File: src/rtl/core/periodic_task_slot_scheduler_unit_defines.svh
// Assertion macros used by the scheduler sequencer.
`ifndef PERIODIC_TASK_SLOT_SCHEDULER_UNIT_DEFINES_SVH
`define PERIODIC_TASK_SLOT_SCHEDULER_UNIT_DEFINES_SVH
`ifndef NO_ASSERTIONS
`define PTSS_ASSERT(lbl, prop) \
	lbl: assert property (@(posedge clk) disable iff (!arst_n) prop) \
	else $error("scheduler assertion failed");
`define PTSS_ASSERT_IMPLY(lbl, ante, cons) \
	lbl: assert property (@(posedge clk) disable iff (!arst_n) (ante) |-> (cons)) \
	else $error("scheduler assertion failed");
`define PTSS_ASSERT_NEXT(lbl, ante, cons) \
	lbl: assert property (@(posedge clk) disable iff (!arst_n) (ante) |=> (cons)) \
	else $error("scheduler assertion failed");
`else
`define PTSS_ASSERT(lbl, prop)
`define PTSS_ASSERT_IMPLY(lbl, ante, cons)
`define PTSS_ASSERT_NEXT(lbl, ante, cons)
`endif
`endif

File: src/rtl/core/ptss_pkg.sv
// Types and constants of the task slot scheduler.
package ptss_pkg;
	localparam logic [1:0] OP_LOAD     = 2'd0;
	localparam logic [1:0] OP_SET_STAT = 2'd1;
	localparam logic [1:0] OP_TICK     = 2'd2;
	localparam logic [1:0] OP_DISPATCH = 2'd3;

	localparam logic [2:0] ST_EMPTY   = 3'd0;
	localparam logic [2:0] ST_READY   = 3'd1;
	localparam logic [2:0] ST_RUN     = 3'd2;
	localparam logic [2:0] ST_FINISH  = 3'd3;
	localparam logic [2:0] ST_STOPPED = 3'd4;

	localparam logic [15:0] NO_LIMIT         = 16'hFFFF;
	localparam logic [15:0] NEVER_CLOSE_IN   = 16'hFFFF;
	localparam logic [31:0] NEVER_CLOSE_TIME = 32'hFFFFFFFF;

	typedef struct packed {
		logic [1:0]  operation;
		logic [3:0]  slot;
		logic [15:0] interval;
		logic [15:0] max_runs;
		logic [15:0] start_offset;
		logic [15:0] end_offset;
		logic [1:0]  new_status;
	} in_item_t;

	typedef struct packed {
		logic [3:0] fired_slot;
		logic       fired;
		logic       last;
	} out_item_t;

	typedef struct packed {
		logic [31:0] open_time;
		logic [31:0] close_time;
		logic [15:0] period;
		logic [15:0] limit;
		logic [15:0] runs;
	} slot_entry_t;

	typedef struct packed {
		logic load_en;
		logic setst_en;
		logic tick_en;
		logic rd_en;
		logic ev_commit;
		logic mod_start;
		logic mod_commit;
		logic fin_push;
		logic dispatch;
	} ptss_cmd_t;

	typedef struct packed {
		logic ev_hold;
		logic ev_mod;
		logic mod_done;
		logic out_free;
	} ptss_status_t;
endpackage

File: src/rtl/core/ptss_divider.sv
// Bit-serial remainder unit: 32-bit dividend by 16-bit divisor.
module ptss_divider import ptss_pkg::*; (
	input  logic        clk,
	input  logic        arst_n,
	input  logic        start,
	input  logic [31:0] dividend,
	input  logic [15:0] divisor,
	output logic        done,
	output logic        rem_zero
);
	logic [31:0] dvd_q;
	logic [16:0] rem_q;
	logic [15:0] div_q;
	logic [4:0]  cnt_q;
	logic        busy_q;
	logic        done_q;
	logic [16:0] trial;

	assign trial = {rem_q[15:0], dvd_q[31]};

	always_ff @(posedge clk or negedge arst_n) begin
		if (!arst_n) begin
			busy_q <= 1'b0;
			done_q <= 1'b0;
			cnt_q  <= '0;
		end else begin
			done_q <= busy_q && (cnt_q == 5'd31);
			if (start) begin
				busy_q <= 1'b1;
				cnt_q  <= '0;
			end else if (busy_q) begin
				cnt_q <= cnt_q + 5'd1;
				if (cnt_q == 5'd31)
					busy_q <= 1'b0;
			end
		end
	end

	always_ff @(posedge clk) begin
		if (start) begin
			dvd_q <= dividend;
			div_q <= divisor;
			rem_q <= '0;
		end else if (busy_q) begin
			dvd_q <= {dvd_q[30:0], 1'b0};
			// restore when the trial subtract would go negative
			if (trial >= {1'b0, div_q})
				rem_q <= trial - {1'b0, div_q};
			else
				rem_q <= trial;
		end
	end

	assign done     = done_q;
	assign rem_zero = (rem_q == 17'd0);
endmodule

File: src/rtl/core/ptss_datapath.sv
// Slot table, tick counter, evaluation logic and result register.
module ptss_datapath import ptss_pkg::*; #(
	parameter int SLOT_COUNT = 16,
	parameter int IDX_W      = 4
) (
	input  logic             clk,
	input  logic             arst_n,
	input  in_item_t         item,
	input  ptss_cmd_t        cmd,
	input  logic [IDX_W-1:0] idx,
	output ptss_status_t     sts,
	output logic             out_valid,
	input  logic             out_stall,
	output out_item_t        out_item
);
	logic [31:0]      tick_q;
	logic [2:0]       st_q [SLOT_COUNT];
	slot_entry_t      mem [SLOT_COUNT];
	slot_entry_t      ent_s1;
	logic [2:0]       sst_s1;
	logic [IDX_W-1:0] load_idx;
	logic             slot_ok;
	slot_entry_t      load_ent;
	slot_entry_t      upd_ent;
	logic             mem_we;
	logic [IDX_W-1:0] mem_wa;
	slot_entry_t      mem_wd;
	logic             in_win;
	logic             below;
	logic             elig;
	logic             fire;
	logic             out_free;
	logic             pend_v_q;
	logic [3:0]       pend_slot_q;
	logic             out_v_q;
	out_item_t        out_q;
	logic             div_done;
	logic             rem_zero;

	assign load_idx = IDX_W'(item.slot);
	assign slot_ok  = 32'(item.slot) < 32'(SLOT_COUNT);

	always_comb begin
		load_ent.open_time  = tick_q + 32'(item.start_offset);
		load_ent.close_time = (item.end_offset == NEVER_CLOSE_IN) ? NEVER_CLOSE_TIME
			: tick_q + 32'(item.end_offset);
		load_ent.period     = item.interval;
		load_ent.limit      = item.max_runs;
		load_ent.runs       = '0;
		upd_ent             = ent_s1;
		upd_ent.runs        = ent_s1.runs + 16'd1;
	end

	assign in_win = (tick_q >= ent_s1.open_time) && (tick_q < ent_s1.close_time);
	assign below  = (ent_s1.limit == NO_LIMIT) || (ent_s1.runs < ent_s1.limit);
	assign elig   = ((sst_s1 == ST_READY) || (sst_s1 == ST_FINISH)) && in_win && below;
	assign fire   = cmd.dispatch && (sst_s1 == ST_RUN)
		&& ((ent_s1.period != 16'd0) || (in_win && below));

	assign out_free = !out_v_q || !out_stall;

	assign sts.ev_hold  = fire && pend_v_q && !out_free;
	assign sts.ev_mod   = !cmd.dispatch && elig && (ent_s1.period != 16'd0);
	assign sts.mod_done = div_done;
	assign sts.out_free = out_free;

	assign mem_we = (cmd.load_en && slot_ok) || (cmd.ev_commit && fire);
	assign mem_wa = cmd.load_en ? load_idx : idx;
	assign mem_wd = cmd.load_en ? load_ent : upd_ent;

	always_ff @(posedge clk) begin
		if (mem_we)
			mem[mem_wa] <= mem_wd;
		if (cmd.rd_en) begin
			ent_s1 <= mem[idx];
			sst_s1 <= st_q[idx];
		end
	end

	always_ff @(posedge clk or negedge arst_n) begin
		if (!arst_n) begin
			tick_q <= '0;
			for (int i = 0; i < SLOT_COUNT; i++)
				st_q[i] <= ST_EMPTY;
		end else begin
			if (cmd.tick_en)
				tick_q <= tick_q + 32'd1;
			if (cmd.load_en && slot_ok)
				st_q[load_idx] <= ST_READY;
			if (cmd.setst_en && slot_ok && (st_q[load_idx] != ST_EMPTY))
				st_q[load_idx] <= {1'b0, item.new_status} + 3'd1;
			if (cmd.ev_commit) begin
				if (!cmd.dispatch && elig && (ent_s1.period == 16'd0))
					st_q[idx] <= ST_RUN;
				else if (cmd.dispatch && (sst_s1 == ST_RUN) && (ent_s1.period != 16'd0))
					st_q[idx] <= ST_FINISH;
			end
			if (cmd.mod_commit && rem_zero)
				st_q[idx] <= ST_RUN;
		end
	end

	// Hold one fired slot back so the final one of a pass can carry last.
	always_ff @(posedge clk or negedge arst_n) begin
		if (!arst_n) begin
			pend_v_q <= 1'b0;
			out_v_q  <= 1'b0;
		end else begin
			if (cmd.fin_push)
				pend_v_q <= 1'b0;
			else if (cmd.ev_commit && fire)
				pend_v_q <= 1'b1;
			if ((cmd.ev_commit && fire && pend_v_q) || cmd.fin_push)
				out_v_q <= 1'b1;
			else if (!out_stall)
				out_v_q <= 1'b0;
		end
	end

	always_ff @(posedge clk) begin
		if (cmd.ev_commit && fire) begin
			pend_slot_q <= 4'(idx);
			if (pend_v_q)
				out_q <= '{fired_slot: pend_slot_q, fired: 1'b1, last: 1'b0};
		end
		if (cmd.fin_push) begin
			if (pend_v_q)
				out_q <= '{fired_slot: pend_slot_q, fired: 1'b1, last: 1'b1};
			else
				out_q <= '{fired_slot: 4'd0, fired: 1'b0, last: 1'b1};
		end
	end

	assign out_valid = out_v_q;
	assign out_item  = out_q;

	ptss_divider u_div (
		.clk      (clk),
		.arst_n   (arst_n),
		.start    (cmd.mod_start),
		.dividend (tick_q - ent_s1.open_time),
		.divisor  (ent_s1.period),
		.done     (div_done),
		.rem_zero (rem_zero)
	);
endmodule

File: src/rtl/core/ptss_ctrl.sv
// Sequencer of the scheduler: takes transactions and walks the slot table.
`include "periodic_task_slot_scheduler_unit_defines.svh"
module ptss_ctrl import ptss_pkg::*; #(
	parameter int SLOT_COUNT = 16,
	parameter int IDX_W      = 4
) (
	input  logic             clk,
	input  logic             arst_n,
	input  logic             in_valid,
	input  logic [1:0]       operation,
	output logic             in_stall,
	input  ptss_status_t     sts,
	output ptss_cmd_t        cmd,
	output logic [IDX_W-1:0] idx
);
	localparam logic [2:0] S_IDLE = 3'd0;
	localparam logic [2:0] S_RD   = 3'd1;
	localparam logic [2:0] S_EV   = 3'd2;
	localparam logic [2:0] S_MOD  = 3'd3;
	localparam logic [2:0] S_FIN  = 3'd4;

	logic [2:0]       state_q;
	logic [2:0]       state_d;
	logic [IDX_W-1:0] idx_q;
	logic [IDX_W-1:0] idx_d;
	logic             disp_q;
	logic             disp_d;
	logic             last_slot;

	assign last_slot = (idx_q == IDX_W'(SLOT_COUNT - 1));
	assign in_stall  = (state_q != S_IDLE);
	assign idx       = idx_q;

	always_comb begin
		cmd          = '0;
		cmd.dispatch = disp_q;
		state_d      = state_q;
		idx_d        = idx_q;
		disp_d       = disp_q;
		case (state_q)
			S_IDLE: begin
				if (in_valid) begin
					case (operation)
						OP_LOAD:     cmd.load_en = 1'b1;
						OP_SET_STAT: cmd.setst_en = 1'b1;
						OP_TICK: begin
							cmd.tick_en = 1'b1;
							disp_d      = 1'b0;
							idx_d       = '0;
							state_d     = S_RD;
						end
						OP_DISPATCH: begin
							disp_d  = 1'b1;
							idx_d   = '0;
							state_d = S_RD;
						end
						default: ;
					endcase
				end
			end
			S_RD: begin
				cmd.rd_en = 1'b1;
				state_d   = S_EV;
			end
			S_EV: begin
				if (sts.ev_mod) begin
					cmd.mod_start = 1'b1;
					state_d       = S_MOD;
				end else if (!sts.ev_hold) begin
					cmd.ev_commit = 1'b1;
					if (last_slot) begin
						state_d = disp_q ? S_FIN : S_IDLE;
					end else begin
						idx_d   = idx_q + IDX_W'(1);
						state_d = S_RD;
					end
				end
			end
			S_MOD: begin
				if (sts.mod_done) begin
					cmd.mod_commit = 1'b1;
					if (last_slot) begin
						state_d = S_IDLE;
					end else begin
						idx_d   = idx_q + IDX_W'(1);
						state_d = S_RD;
					end
				end
			end
			S_FIN: begin
				if (sts.out_free) begin
					cmd.fin_push = 1'b1;
					state_d      = S_IDLE;
				end
			end
			default: state_d = S_IDLE;
		endcase
	end

	always_ff @(posedge clk or negedge arst_n) begin
		if (!arst_n) begin
			state_q <= S_IDLE;
			idx_q   <= '0;
			disp_q  <= 1'b0;
		end else begin
			state_q <= state_d;
			idx_q   <= idx_d;
			disp_q  <= disp_d;
		end
	end

	`PTSS_ASSERT_NEXT(a_rd_then_ev, state_q == S_RD, state_q == S_EV)
	`PTSS_ASSERT_NEXT(a_mod_waits, (state_q == S_MOD) && !sts.mod_done, state_q == S_MOD)
	`PTSS_ASSERT_IMPLY(a_fin_room, cmd.fin_push, sts.out_free && disp_q)
	`PTSS_ASSERT(a_one_action, $onehot0({cmd.load_en, cmd.setst_en, cmd.tick_en, cmd.rd_en}))
endmodule

File: src/rtl/core/periodic_task_slot_scheduler_unit.sv
// Periodic task slot scheduler top level.
//
// Input channel (in_valid/in_stall/in_item): one transaction per operation:
// load a slot, set a slot's status, advance one tick, or run a dispatch pass.
// Output channel (out_valid/out_stall/out_item): a dispatch pass yields one
// transaction per fired slot in index order, the final one with last set; a
// pass with no firing yields one transaction with fired clear and last set.
// Load and set status yield nothing and do not raise in_stall.
// Tick and dispatch walk the slot table one slot at a time through a single
// table read port, each slot passing through a read and an evaluate state;
// on a tick, a slot whose interval check runs through the bit-serial
// remainder unit also waits in the remainder state until that unit is done.
// After the accepting cycle, in_stall stays high until the walk ends; on a
// dispatch pass it stays high until the final result has been pushed.
// A stalled receiver holds one result in the output register; the walk goes on
// until a further result needs that register while it is still full, then waits.
// Reset clears the tick count, marks every slot empty and empties the output.
module periodic_task_slot_scheduler_unit import ptss_pkg::*; #(
	parameter int SLOT_COUNT = 16
) (
	input  logic      clk,
	input  logic      arst_n,
	input  logic      in_valid,
	output logic      in_stall,
	input  in_item_t  in_item,
	output logic      out_valid,
	input  logic      out_stall,
	output out_item_t out_item
);
	localparam int IDX_W = (SLOT_COUNT > 1) ? $clog2(SLOT_COUNT) : 1;

	ptss_cmd_t        cmd;
	ptss_status_t     sts;
	logic [IDX_W-1:0] idx;

	ptss_ctrl #(
		.SLOT_COUNT (SLOT_COUNT),
		.IDX_W      (IDX_W)
	) u_ctrl (
		.clk       (clk),
		.arst_n    (arst_n),
		.in_valid  (in_valid),
		.operation (in_item.operation),
		.in_stall  (in_stall),
		.sts       (sts),
		.cmd       (cmd),
		.idx       (idx)
	);

	ptss_datapath #(
		.SLOT_COUNT (SLOT_COUNT),
		.IDX_W      (IDX_W)
	) u_dp (
		.clk       (clk),
		.arst_n    (arst_n),
		.item      (in_item),
		.cmd       (cmd),
		.idx       (idx),
		.sts       (sts),
		.out_valid (out_valid),
		.out_stall (out_stall),
		.out_item  (out_item)
	);
endmodule
File: config.mk
export PLATFORM = sky130hd
export DESIGN_NAME = periodic_task_slot_scheduler_unit
export DESIGN_NICKNAME = d
export VERILOG_FILES = /design/src/rtl/core/ptss_pkg.sv /design/src/rtl/core/ptss_divider.sv /design/src/rtl/core/ptss_datapath.sv /design/src/rtl/core/ptss_ctrl.sv /design/src/rtl/core/periodic_task_slot_scheduler_unit.sv
export VERILOG_INCLUDE_DIRS = /design/src /design/src/rtl/core
export SDC_FILE = /design/constraint.sdc
export NUM_CORES = 2
export LEC_CHECK = 0
export ABC_AREA = 1
export BUFFER_PORTS_ARGS = -buffer_cell sky130_fd_sc_hd__buf_2
export CAP_MARGIN = 20
export CORE_MARGIN = 5
export CORE_UTILIZATION = 60
export CTS_BUF_LIST = sky130_fd_sc_hd__clkbuf_8 sky130_fd_sc_hd__clkbuf_16
export DETAILED_ROUTE_END_ITERATION = 8
export GPL_ROUTABILITY_DRIVEN = 0
export GPL_TIMING_DRIVEN = 1
export PLACE_DENSITY = 0.76
export SETUP_SLACK_MARGIN = 0.3
export SLEW_MARGIN = 20
export SYNTH_ARGS = -nofsm -noshare
export SYNTH_HDL_FRONTEND = slang
export SYNTH_SLANG_ARGS = --single-unit
File: constraint.sdc
create_clock -name clk -period 10.24 [get_ports clk]
set_input_delay 2.048 -clock clk [delete_from_list [all_inputs] [get_ports clk]]
set_output_delay 2.048 -clock clk [all_outputs]
set_load 0.01 [all_outputs]
Word-level counts from Yosys, hierarchy flattened
Memory sizes are Yosys's and may differ from the RTL's. A register that Yosys moved wholly into a read port is not among the register bits.
Index checks and enable logic that the tools add are counted.
{"block": "totals", "regBits": 175, "ram_bits": 1792, "in_bits": 76, "output_inout_bits": 8, "elab_cells": 202, "mem_count": 1}
{"name": "u_dp.mem", "depth": 16, "width": 112, "read_ports": 1, "rd_ports_with_merged_regs": 1, "wr": 1, "line": "ptss_datapath.sv:18", "source": "slot_entry_t mem [SLOT_COUNT];"}
{"block": "op_classes", "add_sub_neg": 9, "n_lt_le_gt_ge": 8, "eq_ne": 22, "muxes": 70, "bitwise": 13, "n_reduce_logical": 46}
{"operator": "48-bit 2-to-1 mux", "count": 6}
{"operator": "112-bit 2-to-1 mux", "count": 1}
{"operator": "32-bit AND", "count": 3}
{"operator": "32-bit 2-to-1 mux", "count": 3}
{"operator": "32-bit by 16-bit adder with 32-bit output", "count": 2}
{"operator": "32-bit inverter", "count": 2}
{"operator": "48-bit bitwise mux", "count": 1}
{"operator": "3-bit 2-to-1 mux", "count": 16}
{"operator": "16-bit OR", "count": 3}
{"operator": "32-bit by 1-bit adder with 32-bit output (second input constant)", "count": 1}
{"operator": "16-bit equality test (second input constant)", "count": 2}
{"operator": "32-bit greater-or-equal comparator", "count": 1}
{"operator": "32-bit less-than comparator", "count": 1}
{"operator": "32-bit OR", "count": 1}
{"operator": "32-bit subtractor", "count": 1}
{"operator": "4-bit 2-to-1 mux", "count": 7}
{"operator": "3-bit binary-select mux with 4-bit select", "count": 2}
{"operator": "3-bit demux with 4-bit select", "count": 2}
{"operator": "6-bit 2-to-1 mux", "count": 4}
{"operator": "1-bit 2-to-1 mux", "count": 21}
{"operator": "1-bit logical AND", "count": 19}
{"operator": "17-bit by 16-bit greater-or-equal comparator with 1-bit output", "count": 1}
{"operator": "17-bit zero test", "count": 1}
{"operator": "17-bit 2-to-1 mux", "count": 1}
{"operator": "39 further kinds", "count": 66}

Logic depth before layout (Yosys ltp)
{"block": "logic_depth", "depth_word": 16, "depth_mapped": 22, "mapped_depth_nobuf": 21}

Hierarchy
A second synthesis with hierarchy kept.
{"block": "hier_totals", "cells_unflattened": 6944, "area_unflattened_um2": 87420.1}
{"module": "ptss_datapath", "n_inst": 1, "cells_each": 6298, "area_each_um2": 82526.6, "seq_area_each_um2": 59617.2}
{"module": "ptss_divider", "n_inst": 1, "cells_each": 551, "area_each_um2": 4256.6, "seq_area_each_um2": 1956.9}
{"module": "ptss_ctrl", "n_inst": 1, "cells_each": 95, "area_each_um2": 636.9, "seq_area_each_um2": 200.2}

Least setup slack after synthesis
No wires, ideal clock.
{"block": "synth_path", "path_type": "input to register", "from": "in in_item[71] (netlist name)", "to": "mem u_dp.mem[13][0] (netlist name) (enable)", "setup_time_ns": 0.584, "t_arrival_ns": 7.953, "required_time_ns": 9.656, "slack_ns": 1.703, "stages": 9, "path_buffers": 3, "cell_sequence": "nor2_1 nand2_1 buf_2 buf_4 buf_2 nand2_1 o21ai_0 or2_1 nor2_1"}
{"block": "synth_between", "elab_chain_len": 7, "elab_cells_between_ends": 8, "classes_between": "mux (6); reduce/logical (2)"}
{"item": "from (decl)", "line": "periodic_task_slot_scheduler_unit.sv:25", "source": "input in_item_t in_item,"}
{"item": "2-bit zero test (*)", "line": "ptss_ctrl.sv:43", "source": "case (operation)"}
{"item": "1-bit 2-to-1 mux (*)", "line": "ptss_ctrl.sv:43"}
{"item": "3-bit 2-to-1 mux (*)", "line": "ptss_ctrl.sv:42", "source": "if (in_valid) begin"}
{"item": "3-bit 2-to-1 mux (*)", "line": "ptss_ctrl.sv:40", "source": "case (state_q)"}
{"item": "1-bit logical OR", "line": "ptss_datapath.sv:67", "source": "assign mem_we = (cmd.load_en && slot_ok) || (cmd.ev_commit && fire);"}
{"item": "1-bit 2-to-1 mux", "line": "ptss_datapath.sv:72", "source": "if (mem_we)"}
{"item": "1-bit 2-to-1 mux (implied by the code)", "line": "ptss_datapath.sv:73", "source": "mem[mem_wa] <= mem_wd;"}
{"item": "to (decl)", "line": "ptss_datapath.sv:18"}
Mark *: on every way between the ends. The rest lies on a longest branch, timed or not.

Worst setup path in the final report
{"block": "layout_path", "from": "reg u_dp.tick_q[0]", "to": "mem u_dp.mem[4][52] (netlist name) (enable)"}
{"block": "layout_between", "elab_chain_len": 14, "elab_cells_between_ends": 19, "classes_between": "order compare (2); mux (5); reduce/logical (12)"}
{"item": "from (decl)", "line": "ptss_datapath.sv:16", "source": "logic [31:0] tick_q;"}
{"item": "from (signal assigned)", "line": "ptss_datapath.sv:87", "source": "tick_q <= tick_q + 32'd1;"}
{"item": "32-bit greater-or-equal comparator or 32-bit less-than comparator (tied branches)", "line": "ptss_datapath.sv:54", "source": "assign in_win = (tick_q >= ent_s1.open_time) && (tick_q < ent_s1.close_time);"}
{"item": "1-bit logical AND (*)", "line": "ptss_datapath.sv:54"}
{"item": "1-bit logical AND", "line": "ptss_datapath.sv:58", "source": "&& ((ent_s1.period != 16'd0) || (in_win && below));"}
{"item": "1-bit logical OR", "line": "ptss_datapath.sv:58"}
{"item": "1-bit logical AND", "line": "ptss_datapath.sv:58"}
{"item": "1-bit logical AND (2 in a row)", "line": "ptss_datapath.sv:62", "source": "assign sts.ev_hold = fire && pend_v_q && !out_free;"}
{"item": "1-bit 2-to-1 mux", "line": "ptss_ctrl.sv:69", "source": "end else if (!sts.ev_hold) begin"}
{"item": "1-bit 2-to-1 mux", "line": "ptss_ctrl.sv:66", "source": "if (sts.ev_mod) begin"}
{"item": "2-bit 2-to-1 mux", "line": "ptss_ctrl.sv:40"}
{"item": "1-bit logical AND (*)", "line": "ptss_datapath.sv:67"}
{"item": "1-bit logical OR (*)", "line": "ptss_datapath.sv:67"}
{"item": "1-bit 2-to-1 mux (*)", "line": "ptss_datapath.sv:72"}
{"item": "1-bit 2-to-1 mux (implied by the code) (*)", "line": "ptss_datapath.sv:73"}
Marks and branches as above.

==> metrics.csv <==
metric,value,unit
"worst slack, placed",4410,ps
critical path endpoint category,flip-flop,
maximum root-to-sink buffer count,3,
Initial Utilization,0.602,
final setup violating endpoints,0,
Clock Skews,24.5,ps
first-pass GRT wire length,365000,um
DP HPWL,121000,um
number of warnings issued by yosys,0,
peak ir drop on the vdd network,0.185,mV
Core Rows,142,
number of buffers added for setup after CTS,0,
syn nets,8261,
DRC violations left,0,
Port Buf Inserts,83,
total of cells resized after clock tree synthesis,0,
die extent in y,398,um
largest cells by area after synthesis,"edfxtp_1, o21ai_0, nand2_1, nor2_1, o22ai_1",
sum of negative setup slack,0,ps
Num Clock Sinks,2079,
insertion delay to the later sink of the worst-skew pair,840,ps
layout cells sized above 1,0.0686,
Post-layout nets,8207,
result of the run,"complete, no violations",
Final Critical Period,5300,ps
Synth area leader,edfxtp_1,
DRT Pass-1 Iters,9,
transition at the pin with the smallest max-transition slack,1310,ps
final non-filler cell area,99100,um2
number of top-level pins,84,
Slew headroom,0.126,
arrival time at the worst endpoint,5750,ps
clock-pin slew of the registers on the worst-case setup and hold paths,60,ps
cell area after placement,92600,um2
critical path class,reg2reg,
Via Count,64742,
setup repair after global routing missed its margin,false,
portion of the post-synthesis area used by sequential elements,0.686,
Worst Setup Start Kind,flip-flop,
Gate Count Post-Synth,8046,
critical path required time,10690,ps
number of fillers in the final layout,10575,
Root Driver,clkbuf_16,
Iter 0 DRT Violations,9188,
core area,150000,um2
area of the mapped netlist,90100,um2
post-route fraction of the period consumed by the critical path,0.518,
detailed-route wire length per cell,24.0,um
Inserted Clock Buffers,196,
TritonCTS clock tree,built,
number of vias per cell,6.37,
final core utilization,0.663,
share of synthesized registers carrying an async set or reset,0.0467,
total power draw,16.5,mW
antenna-violating nets left,0,
final worst-path setup slack,4940,ps
class of the worst hold path,reg2reg,
floorplan die width,398,um
number of flip-flops and latches in the synthesized netlist,2079,
number of levels the H-tree was split into,4,
maximum net fanout on the critical path,43,
largest net degree at the start of global routing,251,
final max-slew violation count,0,
number of endpoints with negative hold slack in the final report,0,
areal power density over the cells,167,nW/um2
Leak,36.1,nW
total global routing overflow,0,
layout overhead on the synthesized area,9.99,%
CTS hold repair buffers,0,
GRT Resource Usage Total,0.302,
number of different library cells in the post-synthesis netlist,59,
top cell type's share of synthesized area,0.655,
Main synth FF type,edfxtp_1,
total wire length,244000,um
max_cap viols,0,
via count of the first global-routing pass,61482,
number of flops mapped to enable cells by yosys,1965,
die footprint,158000,um2
mean instance size in the synthesized netlist,11.2,um2
antenna violations before repair,3,
fmax,189,MHz
==> sequential cells by signal, indices dropped and copies added, names as in the netlist <==
name and count:
u_dp.u_div.dvd_q 32, u_ctrl.state_q 3, u_ctrl.idx 4, u_dp.out_item 6, u_dp.st_q 48, u_dp.out_valid 1
u_dp.pend_slot_q 4, u_dp.ent_s1 112, u_dp.u_div.rem_q 17, u_dp.tick_q 32, u_dp.pend_v_q 1, u_dp.u_div.done 1
u_dp.u_div.cnt_q 5, u_dp.u_div.busy_q 1, u_ctrl.disp_q 1, u_dp.mem 1792, u_dp.sst_s1 3, u_dp.u_div.div_q 16
==> per-layer routing <==
metal	up-vias	global-route usage	share of wire
met4	0	0.123	0.040
met1	31224	0.423	0.38
li1	28592	-	-
met3	667	0.0532	0.12
met2	4259	0.476	0.47
met5	-	0	0
==> stage by stage <==
stage          hold WS (ps)  std cells
2_1_floorplan           423       8046
3_3_place_gp            435       9800
3_5_place_dp            447       9805
4_1_cts                 459      10162
5_1_grt                 480      10169
6_report                464      10171
==> synthesized netlist by cell type (11+ instances only) <==
| master | n |
|---|---|
| edfxtp_1 | 1965 |
| nand2_1 | 1354 |
| nor2_1 | 1133 |
| o21ai_0 | 1117 |
| o22ai_1 | 466 |
| inv_1 | 444 |
| clkbuf_1 | 385 |
| a21oi_1 | 201 |
| nand3_1 | 166 |
| nand4_1 | 144 |
| ha_1 | 135 |
| dfrtp_1 | 97 |
| xor2_1 | 60 |
| o21ai_1 | 43 |
| nor3_1 | 41 |
| xnor2_1 | 33 |
| buf_2 | 29 |
| buf_1 | 23 |
| dfxtp_1 | 17 |
| o21bai_1 | 15 |
| o31ai_1 | 15 |
| a31oi_1 | 14 |
| nor4_1 | 13 |
| nor2_2 | 11 |
==> logic make-up (layout without fill, tap and decap cells) <==
logic type | Yosys count | in the layout | synth area share
other | 0 | 4 | 0
AO/OA/AOI/OAI | 1926 | 1926 | 0.116
adder cells (fa/ha/maj) | 139 | 139 | 0.0196
AND/OR/NAND/NOR | 2910 | 2910 | 0.131
XOR/XNOR | 93 | 93 | 0.00904
buffers and inverters | 899 | 1004 | 0.0382
flip-flops | 2079 | 2079 | 0.686
==> cells in the final DEF (no fill, tap or decap), types with 71 or more instances in the layout <==
cell       instances
buf_4             82
clkbuf_16        201
nand4_1          144
edfxtp_1        1965
nand2_1         1353
o22ai_1          466
a21oi_1          201
buf_2             87
ha_1             135
inv_1            480
nand3_1          166
nor2_1          1113
o21ai_0         1088
o21ai_1           71
dfrtp_1           95
==> where the power goes <==
group	switching, mW	internal, mW
registers	0.0000487	9.16
clock network	3.17	4.10
logic	0.0646	0.0259
total	3.23	13.3
==> critical path, stage by stage (launching register included) <==
cell and delay, ps:
dfrtp_1 520, inv_1 140, ha_1 240, fa_1 410
inv_1 70, nand3_1 60, nand2_1 140, nand2_1 80
nand2_1 120, nand2_1 80, nand3_1 120, nand2_1 70
nand2_1 170, nand2_1 100, nor2_2 200, nand3_1 100
nand2_1 90, nand4_1 80, nand2_1 160, nand2_1 220
nor2_4 140, buf_4 670, buf_4 830
==> cell type report <==
| cell class | instances | area [um2] | share of cell area |
|---|---|---|---|
| multi-input cells | 5068 | 25100 | 0.253 |
| inverters | 456 | 1740 | 0.0176 |
| diodes | 4 | 10.0 | 0.000101 |
| clock buffers | 212 | 5180 | 0.0523 |
| well taps | 2016 | 2520 | 0.0255 |
| flip-flops and latches | 2079 | 61800 | 0.623 |
| clock inverters | 145 | 1290 | 0.0130 |
| repair buffers | 191 | 1480 | 0.0149 |
==> path summary, 6_finish.rpt <==
path	depth (start not counted)	to	slack (ps)	startpoint
max	22	u_dp.mem[4][52]	4940	u_dp.tick_q[0]
min	0	u_dp.u_div.div_q[1]	460	u_dp.ent_s1[33]
max reg2reg	22	u_dp.mem[4][52]	4940	u_dp.tick_q[0]
min reg2reg	0	u_dp.u_div.div_q[1]	460	u_dp.ent_s1[33]
max in group asynchronous	2	u_ctrl.idx[0]	7490	arst_n
min in group asynchronous	1	u_dp.tick_q[27]	1270	arst_n
(Power assumes the default switching activity.)
